File: src/rtl/lru_order_tracker_top_defines.svh
// Assertion macros for the LRU order tracker.
// Used by lru_order_tracker_top; expects clk and rst_n in scope.
`ifndef LRU_ORDER_TRACKER_TOP_DEFINES_SVH
`define LRU_ORDER_TRACKER_TOP_DEFINES_SVH

// Check that cons holds in the same cycle as ante.
`define LOT_ASSERT_NOW(lbl, ante, cons, msg) \
  lbl: assert property (@(posedge clk) disable iff (!rst_n) (ante) |-> (cons)) \
    else $error(msg);

// Check that cons holds in the cycle after ante.
`define LOT_ASSERT_NEXT(lbl, ante, cons, msg) \
  lbl: assert property (@(posedge clk) disable iff (!rst_n) (ante) |=> (cons)) \
    else $error(msg);

`endif

File: src/rtl/lot_pkg.sv
// Shared types and constants for the LRU order tracker.
// No dependencies; used by every module of the block.
`timescale 1ns / 1ps

package lot_pkg;

  localparam int SLOTS_DEF = 16;
  localparam int SLOT_W    = 4;

  typedef enum logic {
    OP_TOUCH  = 1'b0,
    OP_REMOVE = 1'b1
  } lot_op_t;

  // Link table and membership write controls for one word.
  typedef struct packed {
    logic next_p_en;   // next link of the predecessor takes the successor
    logic prev_n_en;   // prev link of the successor takes the predecessor
    logic link_s_en;   // slot is relinked at the head
    logic prev_h_en;   // prev link of the old head takes the slot
    logic set_member;
    logic clr_member;
  } lot_wr_t;

endpackage

File: src/rtl/lru_order_tracker_top.sv
// LRU order tracker: doubly linked recency list over SLOTS slots.
// A word is registered in the input stage, then its result is registered in
// the result register, which holds it while out_stall is high.
// One word per cycle while out_stall is low; link tables update as a word fires.
// Reset (synchronous, rst_n low): list empty, head and tail null, no words held.
// Link tables are not cleared; only member slots' links are ever read.
`timescale 1ns / 1ps
`include "lru_order_tracker_top_defines.svh"

module lru_order_tracker_top #(
  parameter int SLOTS = lot_pkg::SLOTS_DEF
) (
  input  logic                         clk,
  input  logic                         rst_n,
  input  logic                         in_valid,
  output logic                         in_stall,
  input  logic                         in_op,
  input  logic [lot_pkg::SLOT_W-1:0]   in_slot,
  output logic                         out_valid,
  input  logic                         out_stall,
  output logic                         out_was_present,
  output logic [lot_pkg::SLOT_W-1:0]   out_head_slot,
  output logic [lot_pkg::SLOT_W-1:0]   out_tail_slot,
  output logic                         out_list_empty,
  output logic                         out_remove_ignored
);

  localparam int LW = $clog2(SLOTS + 1);
  localparam int IW = $clog2(SLOTS);
  localparam logic [LW-1:0] NIL = LW'(SLOTS);

  // Input stage
  logic                        s1_valid_r;
  logic                        s1_valid_nxt;
  logic                        s1_op_r;
  logic [lot_pkg::SLOT_W-1:0]  s1_slot_r;
  logic                        s1_adv;
  logic                        fire;
  logic                        in_take;

  // List state
  logic [LW-1:0]     next_link_r   [SLOTS];
  logic [LW-1:0]     next_link_nxt [SLOTS];
  logic [LW-1:0]     prev_link_r   [SLOTS];
  logic [LW-1:0]     prev_link_nxt [SLOTS];
  logic [SLOTS-1:0]  in_list_r;
  logic [SLOTS-1:0]  in_list_nxt;
  logic [LW-1:0]     head_r;
  logic [LW-1:0]     tail_r;
  logic [LW-1:0]     head_nxt;
  logic [LW-1:0]     tail_nxt;

  logic              slot_ok;
  logic [LW-1:0]     s_link;
  logic [IW-1:0]     s_idx;
  logic              present;
  logic [LW-1:0]     p_link;
  logic [LW-1:0]     n_link;
  logic              ignored;
  lot_pkg::lot_wr_t  wr;

  assign in_stall     = s1_valid_r && !s1_adv;
  assign in_take      = in_valid && !in_stall;
  assign fire         = s1_valid_r && s1_adv;
  assign s1_valid_nxt = in_take ? 1'b1 : (s1_adv ? 1'b0 : s1_valid_r);

  always_ff @(posedge clk) begin
    if (!rst_n) begin
      s1_valid_r <= 1'b0;
    end else begin
      s1_valid_r <= s1_valid_nxt;
    end
  end

  always_ff @(posedge clk) begin
    if (in_take) begin
      s1_op_r   <= in_op;
      s1_slot_r <= in_slot;
    end
  end

  // Slot decode and link lookup
  assign slot_ok = (32'(s1_slot_r) < 32'(SLOTS));
  assign s_link  = slot_ok ? LW'(s1_slot_r) : NIL;
  assign s_idx   = s_link[IW-1:0];
  assign present = slot_ok && in_list_r[s_idx];
  assign p_link  = prev_link_r[s_idx];
  assign n_link  = next_link_r[s_idx];

  lot_link_ctrl #(
    .SLOTS (SLOTS)
  ) u_ctrl (
    .op       (s1_op_r),
    .slot_ok  (slot_ok),
    .present  (present),
    .s_link   (s_link),
    .p_link   (p_link),
    .n_link   (n_link),
    .head_r   (head_r),
    .tail_r   (tail_r),
    .wr       (wr),
    .head_nxt (head_nxt),
    .tail_nxt (tail_nxt),
    .ignored  (ignored)
  );

  // Per-entry table update; the old head's back link wins over the unlink write.
  always_comb begin
    for (int i = 0; i < SLOTS; i++) begin
      next_link_nxt[i] = next_link_r[i];
      prev_link_nxt[i] = prev_link_r[i];
      in_list_nxt[i]   = in_list_r[i];
      if (wr.next_p_en && (p_link == LW'(i))) begin
        next_link_nxt[i] = n_link;
      end
      if (wr.link_s_en && (s_link == LW'(i))) begin
        next_link_nxt[i] = head_r;
      end
      if (wr.prev_n_en && (n_link == LW'(i))) begin
        prev_link_nxt[i] = p_link;
      end
      if (wr.link_s_en && (s_link == LW'(i))) begin
        prev_link_nxt[i] = NIL;
      end
      if (wr.prev_h_en && (head_r == LW'(i))) begin
        prev_link_nxt[i] = s_link;
      end
      if (wr.set_member && (s_link == LW'(i))) begin
        in_list_nxt[i] = 1'b1;
      end
      if (wr.clr_member && (s_link == LW'(i))) begin
        in_list_nxt[i] = 1'b0;
      end
    end
  end

  always_ff @(posedge clk) begin
    if (fire) begin
      for (int i = 0; i < SLOTS; i++) begin
        next_link_r[i] <= next_link_nxt[i];
        prev_link_r[i] <= prev_link_nxt[i];
      end
    end
  end

  always_ff @(posedge clk) begin
    if (!rst_n) begin
      in_list_r <= '0;
      head_r    <= NIL;
      tail_r    <= NIL;
    end else if (fire) begin
      in_list_r <= in_list_nxt;
      head_r    <= head_nxt;
      tail_r    <= tail_nxt;
    end
  end

  lot_result_reg #(
    .SLOTS (SLOTS)
  ) u_result (
    .clk                (clk),
    .rst_n              (rst_n),
    .s1_valid           (s1_valid_r),
    .s1_adv             (s1_adv),
    .present            (present),
    .ignored            (ignored),
    .head_nxt           (head_nxt),
    .tail_nxt           (tail_nxt),
    .out_valid          (out_valid),
    .out_stall          (out_stall),
    .out_was_present    (out_was_present),
    .out_head_slot      (out_head_slot),
    .out_tail_slot      (out_tail_slot),
    .out_list_empty     (out_list_empty),
    .out_remove_ignored (out_remove_ignored)
  );

  `LOT_ASSERT_NOW(a_ends_null_together, 1'b1, (head_r == NIL) == (tail_r == NIL), "head and tail disagree on empty list")
  `LOT_ASSERT_NOW(a_members_match_head, 1'b1, (in_list_r == '0) == (head_r == NIL), "membership bits disagree with head pointer")
  `LOT_ASSERT_NEXT(a_touch_to_head, fire && (s1_op_r == lot_pkg::OP_TOUCH) && slot_ok, head_r == $past(s_link), "touched slot is not at head")
  `LOT_ASSERT_NEXT(a_remove_clears, fire && (s1_op_r == lot_pkg::OP_REMOVE) && present, !in_list_r[$past(s_idx)], "removed slot still a member")

endmodule

File: src/rtl/lot_link_ctrl.sv
// Link update decision for one operation: table write enables, new head/tail and the ignored flag.
// Depends on lot_pkg.
`timescale 1ns / 1ps

module lot_link_ctrl #(
  parameter int SLOTS = lot_pkg::SLOTS_DEF
) (
  input  logic                         op,
  input  logic                         slot_ok,
  input  logic                         present,
  input  logic [$clog2(SLOTS+1)-1:0]   s_link,
  input  logic [$clog2(SLOTS+1)-1:0]   p_link,
  input  logic [$clog2(SLOTS+1)-1:0]   n_link,
  input  logic [$clog2(SLOTS+1)-1:0]   head_r,
  input  logic [$clog2(SLOTS+1)-1:0]   tail_r,
  output lot_pkg::lot_wr_t             wr,
  output logic [$clog2(SLOTS+1)-1:0]   head_nxt,
  output logic [$clog2(SLOTS+1)-1:0]   tail_nxt,
  output logic                         ignored
);

  localparam int LW = $clog2(SLOTS + 1);
  localparam logic [LW-1:0] NIL = LW'(SLOTS);

  logic touch;
  logic mv;
  logic ins;
  logic rm;
  logic unl;

  assign touch = (op == lot_pkg::OP_TOUCH);
  assign mv    = touch && present && (head_r != s_link);
  assign ins   = touch && slot_ok && !present;
  assign rm    = !touch && present;
  assign unl   = mv || rm;

  always_comb begin
    wr.next_p_en  = unl && (head_r != s_link) && (p_link < NIL);
    wr.prev_n_en  = unl && (tail_r != s_link) && (n_link < NIL);
    wr.link_s_en  = mv || ins;
    wr.prev_h_en  = (mv || ins) && (head_r < NIL);
    wr.set_member = ins;
    wr.clr_member = rm;
  end

  always_comb begin
    if (mv || ins) begin
      head_nxt = s_link;
    end else if (rm && (head_r == s_link)) begin
      head_nxt = n_link;
    end else begin
      head_nxt = head_r;
    end
  end

  always_comb begin
    if (ins && (head_r == NIL)) begin
      tail_nxt = s_link;
    end else if (unl && (tail_r == s_link)) begin
      tail_nxt = p_link;
    end else begin
      tail_nxt = tail_r;
    end
  end

  assign ignored = !touch && !present;

endmodule

File: src/rtl/lot_result_reg.sv
// Result register: formats head/tail/empty and holds the word under stall.
// Depends on lot_pkg.
`timescale 1ns / 1ps

module lot_result_reg #(
  parameter int SLOTS = lot_pkg::SLOTS_DEF
) (
  input  logic                               clk,
  input  logic                               rst_n,
  input  logic                               s1_valid,
  output logic                               s1_adv,
  input  logic                               present,
  input  logic                               ignored,
  input  logic [$clog2(SLOTS+1)-1:0]         head_nxt,
  input  logic [$clog2(SLOTS+1)-1:0]         tail_nxt,
  output logic                               out_valid,
  input  logic                               out_stall,
  output logic                               out_was_present,
  output logic [lot_pkg::SLOT_W-1:0]         out_head_slot,
  output logic [lot_pkg::SLOT_W-1:0]         out_tail_slot,
  output logic                               out_list_empty,
  output logic                               out_remove_ignored
);

  localparam int LW = $clog2(SLOTS + 1);
  localparam logic [LW-1:0] NIL = LW'(SLOTS);

  logic                        valid_r;
  logic                        valid_nxt;
  logic                        present_r;
  logic                        ignored_r;
  logic                        empty_r;
  logic [lot_pkg::SLOT_W-1:0]  head_r;
  logic [lot_pkg::SLOT_W-1:0]  tail_r;
  logic                        empty;

  assign s1_adv    = !valid_r || !out_stall;
  assign valid_nxt = s1_adv ? s1_valid : valid_r;
  assign empty     = (head_nxt == NIL);

  always_ff @(posedge clk) begin
    if (!rst_n) begin
      valid_r <= 1'b0;
    end else begin
      valid_r <= valid_nxt;
    end
  end

  // Load only when a word moves in; hold otherwise.
  always_ff @(posedge clk) begin
    if (s1_adv && s1_valid) begin
      present_r <= present;
      ignored_r <= ignored;
      empty_r   <= empty;
      head_r    <= empty ? '0 : lot_pkg::SLOT_W'(head_nxt);
      tail_r    <= empty ? '0 : lot_pkg::SLOT_W'(tail_nxt);
    end
  end

  assign out_valid          = valid_r;
  assign out_was_present    = present_r;
  assign out_head_slot      = head_r;
  assign out_tail_slot      = tail_r;
  assign out_list_empty     = empty_r;
  assign out_remove_ignored = ignored_r;

endmodule
File: config.mk
export PLATFORM = sky130hd
export DESIGN_NAME = lru_order_tracker_top
export DESIGN_NICKNAME = d
export VERILOG_FILES = /design/src/rtl/lot_pkg.sv /design/src/rtl/lru_order_tracker_top.sv /design/src/rtl/lot_link_ctrl.sv /design/src/rtl/lot_result_reg.sv
export VERILOG_INCLUDE_DIRS = /design/src /design/src/rtl
export SDC_FILE = /design/constraint.sdc
export NUM_CORES = 1
export LEC_CHECK = 0
export ABC_CLOCK_PERIOD_IN_PS = 9100
export BUFFER_PORTS_ARGS = -buffer_cell sky130_fd_sc_hd__buf_2
export CORE_MARGIN = 2
export CORE_UTILIZATION = 55
export DETAILED_ROUTE_END_ITERATION = 8
export PLACE_DENSITY = 0.82
export SETUP_SLACK_MARGIN = 0.15
export SYNTH_ARGS = -nofsm -noshare
export SYNTH_HDL_FRONTEND = slang
export SYNTH_HIERARCHICAL = 1
export SYNTH_SLANG_ARGS = --single-unit
File: constraint.sdc
create_clock -name clk -period 9.1 [get_ports clk]
set_input_delay 0.91 -clock clk [delete_from_list [all_inputs] [get_ports clk]]
set_output_delay 0.91 -clock clk [all_outputs]
set_load 0.02 [all_outputs]
# == Word-level counts from Yosys, hierarchy flattened ==
# Memories as Yosys holds them, arrays and structs flattened. A register that Yosys moved wholly into a read port is not among the register bits.
# Cells that the tools add are included.
# word_totals
wordCells,448
n_memories,2
ff_bits,44
mem_bits_rw,160
out_inout_bits,13
# memory_table
name,depth,width,rd,rd_ports_with_merged_regs,wr,line,text
next_link_r,16,5,1,1,16,lru_order_tracker_top.sv:42,logic [LW-1:0] next_link_r [SLOTS];
prev_link_r,16,5,1,1,16,lru_order_tracker_top.sv:44,logic [LW-1:0] prev_link_r [SLOTS];
# classes
muxes,124
n_eq_ne,98
n_reduce_logical,191
n_lt_le_gt_ge,4
bitwise_logic,1
# ops
operator,count
two-way mux 5 bit,84
"== test 5 x 4 -> 1 bit, second input constant",24
logical AND 1 bit,112
AND reduction 2 bit,49
"== test 5 x 3 -> 1 bit, second input constant",12
"inequality test 3 bit, second input constant",16
two-way mux 1 bit,37
nonzero test 2 bit,18
"== test 4 bit, second input constant",8
"inequality test 2 bit, second input constant",16
"== test 5 x 2 -> 1 bit, second input constant",6
logical NOT 5 bit,4
"== test 4 x 3 -> 1 bit, second input constant",4
"== test 5 x 1 -> 1 bit, second input constant",3
"< comparator 5 bit, second input constant",3
== test 5 x 4 -> 1 bit,2
"== test 5 bit, second input constant",2
inequality test 5 x 4 -> 1 bit,2
"== test 4 x 2 -> 1 bit, second input constant",2
two-way mux 4 bit,2
logical NOT 1 bit,5
"< comparator 4 x 5 -> 1 bit, second input constant",1
binary-select mux 1 bit (select 4 bit),1
"== test 4 x 1 -> 1 bit, second input constant",1
other kinds (2),4

# == Longest topological paths before layout ==
# Gate-level depths: netlist of run 1.
# depth
ltp_word,11
ltp_mapped,14

# == By module ==
# The synthesis of run 1 kept the hierarchy.
# modules_own_cells
mod,instances,area_per_inst_um2,cells_each
lru_order_tracker_top,1,10068.4,743
lot_link_ctrl,1,498.0,71
lot_result_reg,1,445.4,27

# == Least setup slack after synthesis of run 1 ==
# OpenSTA, ideal clock, no wires.
# synth_timing
path_type,register -> register
start,register s1_slot_r[1] in the netlist's numbering
end,memory prev_link_r[8][0] in the netlist's numbering (enable)
setup_time_ps,355
period_less_slack_ps,4333
required_ps,8745
arrival_ps,3979
setup_slack_ps,4767
path_stages_with_launch,13
cell_sequence,edfxtp_1 -> clkbuf_1 -> buf_1 -> mux4_2 -> mux4_2 -> buf_2 -> a311oi_1 -> nor2b_1 -> nand2b_1 -> or3b_2 -> nor3_1 -> a31oi_1 -> o22ai_1
# synth_rtl
element,line,text
start: declaration,lru_order_tracker_top.sv:36,logic [lot_pkg::SLOT_W-1:0] s1_slot_r;
start signal: assignment,lru_order_tracker_top.sv:78,s1_slot_r <= in_slot;
end: declaration,lru_order_tracker_top.sv:44,

==> results.cfg, run 1 <==
[setup_path]
timing.critical_path.to_type = flip-flop
critical_path_arrival_ns = 5.18
regToRegStartpoint = s1_slot_r[0]
slowest_delay_ns = 0.66
regToRegEndpoint = prev_link_r[8][2]
worst_r2r_path_depth = 11
setup_crit_path_kind = reg2reg
timing.critical_path.from_type = flip-flop
r2r_setup_slack_ns = 4.07
cp.required_ns = 9.25
crit_path_max_fanout = 37
crit_path_start = s1_slot_r[0]
critPathSlowestCell = sky130_fd_sc_hd__mux4_2
cell_chain_critical_path = buf_4 > mux4_2 > mux4_2 > a311oi_4 > buf_4 > nor2b_1 > nand2b_1 > or3b_2 > nor3_1 > a31oi_1 > o22ai_1
critPathCapture = prev_link_r[8][2]

[cts]
ctsResizeCount = 0
clkLatencyLatePin_ns = 0.52
clockRootBuffer = sky130_fd_sc_hd__clkbuf_16
clk_path_buf_depth = 3
cts_setup_buffers = 0
cts.htree.levels = 1
tritoncts_num_sinks = 208
cts_inserted_buffers = 22
cts_tree = done
postCtsHoldBufs = 0
clkTransAtPathRegs_ns = 0.06

[floorplan]
floorplan.rows = 51
boundaryPins = 22
die_h_um = 145
floorplan.die.width_um = 145
floorplan.initialDensity = 0.564
placeableCoreArea_sq_um = 19500
die_area_sq_um = 21200

[placed_design]
global_placer_s_final_weighted_congestion = 0.956
place_hpwl_um = 18500
io_buffer_count = 21
dp.cells = 1073

[final_layout]
final-instance-count-excl-fill = 1113
layout_common_cells = sky130_fd_sc_hd__edfxtp_1 (176), sky130_fd_sc_hd__mux2_2 (82), sky130_fd_sc_hd__nand2_1 (74), sky130_fd_sc_hd__a22o_1 (64), sky130_fd_sc_hd__mux4_2 (46)
area_growth_syn_to_layout_pct = 8.27
drive_above_1_share = 0.264
leading_cell_type_in_the_layout_fill_and_taps_excluded = sky130_fd_sc_hd__edfxtp_1
num_antenna_cells = 0
fin_nets = 841

[timing]
min_clock_period_post_route_ns = 5.03
maximum_clock_rate_ghz = 0.199
worst-slew-pin-transition_ns = 1.11
hold_violations = 0
setup_viol = 0
finClkSkew_ns = 0.0204
fin_setup_tns_ns = 0
final.period_utilization = 0.553
timing.slew.headroom = 0.257
final-max-slew-violation-count = 0
rsz0062_at_grt = no

[outcome]
outcome = complete, no violations

[pwr]
vdd_ir_drop_max_uv = 160
static-leakage-power_nw = 4.09
powerDensity_nw_per_um2 = 191

[yosys]
ys_dominant_reg_cell = sky130_fd_sc_hd__edfxtp_1
synth_warnings = 6
synth-seq-cells = 208
synth_edf_count = 176
post_synth.cell_area_avg_sq_um = 13.1
synth_cell_type_count = 60
netlist_area_sq_um = 11000
yosysSeqAreaShare = 0.538
syn_inst = 841
synthArstFlopShare = 0

[route]
ant_nets = 0
drt_wl_total_um = 29200
number_of_detailed_routing_iterations_run_before_antenna_repair = 8
vias_per_cell = 7.02
drc = 0
vias = 7813
drt_wl_cell_um = 26.2
drt_iter0_markers = 1221

[job]
drv_cap = 0

[global_routing]
grt_use_total = 0.274
grt_max_degree = 44
grt_antenna_before_repair = 0
vias_in_the_first_global_route = 7552
overflow = 0
grt_pass1_wl_um = 44800

[worst_hold_path]
min-delay-path-class = reg2reg
## final cells by class
cell class,instances,area (sq um)
clock buffers,29,598
clock inverters,11,78.8
fillers,1511,7600
inverters,7,26.3
multi-input cells,553,4710
flip-flops and latches,208,5930
well taps,265,332
repair buffers,40,248
## power by group
group          internal [mW]  leakage (nW)  switching, mW  total [mW]
clock                  0.490         0.335          0.362       0.853
sequential              1.07          1.85         0.0117        1.08
combinational          0.143          1.91          0.196       0.340
total                   1.70          4.09          0.570        2.27
## critical path: cells and delay by family, from the launching register on
family	cells	cell delay, ns
simple gates	4	1.34
mux	2	1.22
compound gates	3	0.97
buf+inv	2	0.80
flops	1	0.33
## metrics by stage
stage	utilization	area (sq um)	hold slack, ns	power [mW]	setup WS, ns
after floorplan	-	11000	0.432	1.35	4.77
after detailed placement	0.576	11200	0.458	1.43	4.19
final	0.611	11900	0.485	2.27	4.07
after global placement	0.576	11200	0.447	1.42	4.35
after global routing	0.611	11900	0.501	2.33	3.77
after CTS	0.611	11900	0.473	2.27	4.15
## state kept, by name, indices dropped and copies added (netlist names), 4 cells and up, named ones only
name                    count
head_r                      5
prev_link_r                80
s1_slot_r                   4
u_result/out_head_slot      4
in_list_r                  16
u_result/out_tail_slot      4
next_link_r                80
tail_r                      5
## logic make-up (layout without fill, tap and decap cells)
logic type / count (synthesis) / in the layout / synth area share
flops: 208 / 208 / 0.538
simple gates: 208 / 208 / 0.0972
compound gates: 190 / 190 / 0.130
mux: 139 / 139 / 0.189
buf+inv: 84 / 87 / 0.0368
xor+xnor: 10 / 10 / 0.00795
other cells: 2 / 6 / 0.000682
## worst min path at each step
stage,slack [ns],to,startpoint,cells past startpoint
finish,0.48,tail_r[3],tail_r[3],2
global route,0.50,tail_r[3],tail_r[3],2
CTS,0.47,in_list_r[8],in_list_r[8],2
detailed placement,0.46,in_list_r[8],in_list_r[8],2
global placement,0.45,in_list_r[0],in_list_r[0],2
floorplan,0.43,in_list_r[10],in_list_r[10],2
## Yosys cell counts (all sizes together) (2+ instances only)
cell type / instances / share of area
nand2: 75 / 0.026
clkinv: 2 / 0.00068
edfxtp: 176 / 0.48
conb: 2 / 0.00068
a21boi: 4 / 0.0027
buf: 28 / 0.018
o22ai: 19 / 0.011
xor2: 10 / 0.0080
mux2: 82 / 0.084
mux4: 47 / 0.096
and3: 3 / 0.0017
nor3b: 2 / 0.0024
or3: 2 / 0.0016
a21oi: 41 / 0.019
a22o: 64 / 0.051
nand3b: 2 / 0.0025
nand2b: 11 / 0.0062
a22oi: 2 / 0.0018
o21ai: 16 / 0.0073
nor2: 41 / 0.015
inv: 5 / 0.0017
a311oi: 8 / 0.0064
clkbuf: 49 / 0.017
o32ai: 16 / 0.017
dfxtp: 32 / 0.058
nor2b: 19 / 0.011
a221o: 5 / 0.0045
nand4: 7 / 0.0040
nor3: 9 / 0.0050
a31oi: 13 / 0.0080
and2: 12 / 0.0068
mux2i: 10 / 0.0091
nand3: 19 / 0.011
## metal layers
metal / global-route usage / up-vias / part of all wire
li1: - / 3282 / -
met1: 0.378 / 3792 / 0.38
met2: 0.432 / 608 / 0.47
met3: 0.0542 / 131 / 0.11
met4: 0.109 / 0 / 0.045
met5: 0 / - / 0
Note: power is estimated with default switching activity, not from simulation.
==> run 2, diff against run 1 <==
- ABC_CLOCK_PERIOD_IN_PS: 9100 -> 4900
- clock period: 9.1 -> 4.9 ns (I/O delays scaled with it)
==> results.cfg, run 2 (synthesized netlist as in run 1, its figures left out) <==
[timing]
hold_violations = 0
worst-slew-pin-transition_ns = 1.16
rsz0062_at_grt = no
final.period_utilization = 0.872
min_clock_period_post_route_ns = 4.27
final-max-slew-violation-count = 0
maximum_clock_rate_ghz = 0.234
setup_viol = 0
finClkSkew_ns = 0.0188
fin_setup_tns_ns = 0
timing.slew.headroom = 0.226

[floorplan]
floorplan.initialDensity = 0.564
placeableCoreArea_sq_um = 19500
boundaryPins = 22
die_h_um = 145
floorplan.rows = 51
floorplan.die.width_um = 145
die_area_sq_um = 21200

[placed_design]
placed_cell_area_sq_um = 11400
dp.cells = 1090
place_hpwl_um = 19800
global_placer_s_final_weighted_congestion = 0.960
io_buffer_count = 21

[cts]
postCtsHoldBufs = 0
cts_tree = done
clkLatencyLatePin_ns = 0.50
cts_inserted_buffers = 21
tritoncts_num_sinks = 208
cts_setup_buffers = 0
clkTransAtPathRegs_ns = 0.07
clockRootBuffer = sky130_fd_sc_hd__clkbuf_16
clk_path_buf_depth = 3
ctsResizeCount = 0
cts.htree.levels = 1

[route]
drt_iter0_markers = 1266
number_of_detailed_routing_iterations_run_before_antenna_repair = 6
drt_wl_cell_um = 26.3
ant_nets = 0
drt_wl_total_um = 29600
drc = 0
vias_per_cell = 6.98
vias = 7857

[final_layout]
top_regs = next_link_r (80), prev_link_r (80), in_list_r (16)
fillerInstances = 1489
num_antenna_cells = 0
leading_cell_type_in_the_layout_fill_and_taps_excluded = sky130_fd_sc_hd__edfxtp_1
drive_above_1_share = 0.274
final-instance-count-excl-fill = 1126
area_growth_syn_to_layout_pct = 8.87
fin_nets = 857
layout_common_cells = sky130_fd_sc_hd__edfxtp_1 (176), sky130_fd_sc_hd__mux2_2 (82), sky130_fd_sc_hd__nand2_1 (74), sky130_fd_sc_hd__a22o_1 (64), sky130_fd_sc_hd__mux4_2 (46)
layout.cell_area.non_filler_sq_um = 12000

[global_routing]
grt_antenna_before_repair = 0
vias_in_the_first_global_route = 7648
grt_max_degree = 44
met1_usage = 0.377
grtUsageMet2 = 0.440
overflow = 0
grt.busiest_layer = met2
grt_pass1_wl_um = 45600
grt_use_total = 0.277
met3_usage = 0.0533

[setup_path]
cp_top_family = simple AND/OR/NAND/NOR gates
timing.critical_path.to_type = flip-flop
regToRegStartpoint = s1_slot_r[0]
crit_path_max_fanout = 8
timing.critical_path.from_type = flip-flop
critical_path_arrival_ns = 4.40
setup_crit_path_kind = reg2reg
critPathSlowestCell = sky130_fd_sc_hd__edfxtp_1
cp.required_ns = 5.03
cell_chain_critical_path = mux4_2 > mux4_2 > a311oi_4 > nor2b_1 > nand2b_1 > or3_1 > nor3_1 > nor2b_1 > o22ai_1
count_of_buffer_and_inverter_cells_on_the_critical_path = 0
slowest_delay_ns = 0.56
crit_path_start = s1_slot_r[0]

[pwr]
netSwitchingPower_mw = 1.05
pwr-share-clk = 0.360
sequentialPowerShare = 0.485
power.share.switching = 0.253
cell_internal_power_dissipation_mw = 3.09
static-leakage-power_nw = 4.15
powerDensity_nw_per_um2 = 345
pwr-share-comb = 0.155
vdd_ir_drop_max_uv = 303

[worst_hold_path]
min-delay-start = in_op
min-delay-path-class = in2reg

[job]
drv_cap = 0

[outcome]
outcome = complete, no violations
[run 2: layout make-up]
type	instances	area, sq um	share of cell area
flip-flops and latches	208	5930	0.494
multi-input cells	553	4710	0.393
clock buffers	24	537	0.0448
repair buffers	57	375	0.0313
well taps	265	332	0.0277
clock inverters	12	78.8	0.00657
inverters	7	26.3	0.00219
[run 2: power by group through the flow]
stage                     clock network, mW  registers (mW)  logic (mW)
after floorplan                           0            2.04       0.468
after global placement                    0            2.04       0.609
after detailed placement                  0            2.04       0.622
after CTS                              1.50            2.01       0.627
after global routing                   1.56            2.01       0.679
final                                  1.49            2.01       0.642
[run 2: worst paths after layout]
kind                       endpoint  slack, ns  cells past startpoint
setup / recovery  prev_link_r[0][1]       0.63                      9
hold / removal              s1_op_r       0.16                      1
setup reg to reg  prev_link_r[0][1]       0.63                      9
hold reg to reg           tail_r[0]       0.49                      2
[run 2: per-stage QoR]
step                      worst slack, ns  hold slack [ns]   util  total power, mW
final                               0.628            0.160  0.614             4.14
after global routing                0.432            0.150  0.614             4.25
after CTS                           0.734            0.151  0.614             4.13
after detailed placement            0.747            0.466  0.582             2.67
after global placement              0.873            0.456  0.582             2.65
after floorplan                     0.567            0.432      -             2.51
[run 2: layer usage]
layer | wire length [um] | vias to the layer above
met5 | 0 | -
met4 | 1400 | 0
met3 | 3140 | 123
met2 | 13700 | 599
met1 | 11300 | 3829
li1 | - | 3306
[run 2: worst reg2reg max path: stages, from the launching register on]
cell                       delay (ns)
sky130_fd_sc_hd__edfxtp_1        0.56
sky130_fd_sc_hd__mux4_2          0.56
sky130_fd_sc_hd__mux4_2          0.55
sky130_fd_sc_hd__a311oi_4        0.25
sky130_fd_sc_hd__nor2b_1         0.22
sky130_fd_sc_hd__nand2b_1        0.10
sky130_fd_sc_hd__or3_1           0.39
sky130_fd_sc_hd__nor3_1          0.56
sky130_fd_sc_hd__nor2b_1         0.23
sky130_fd_sc_hd__o22ai_1         0.48
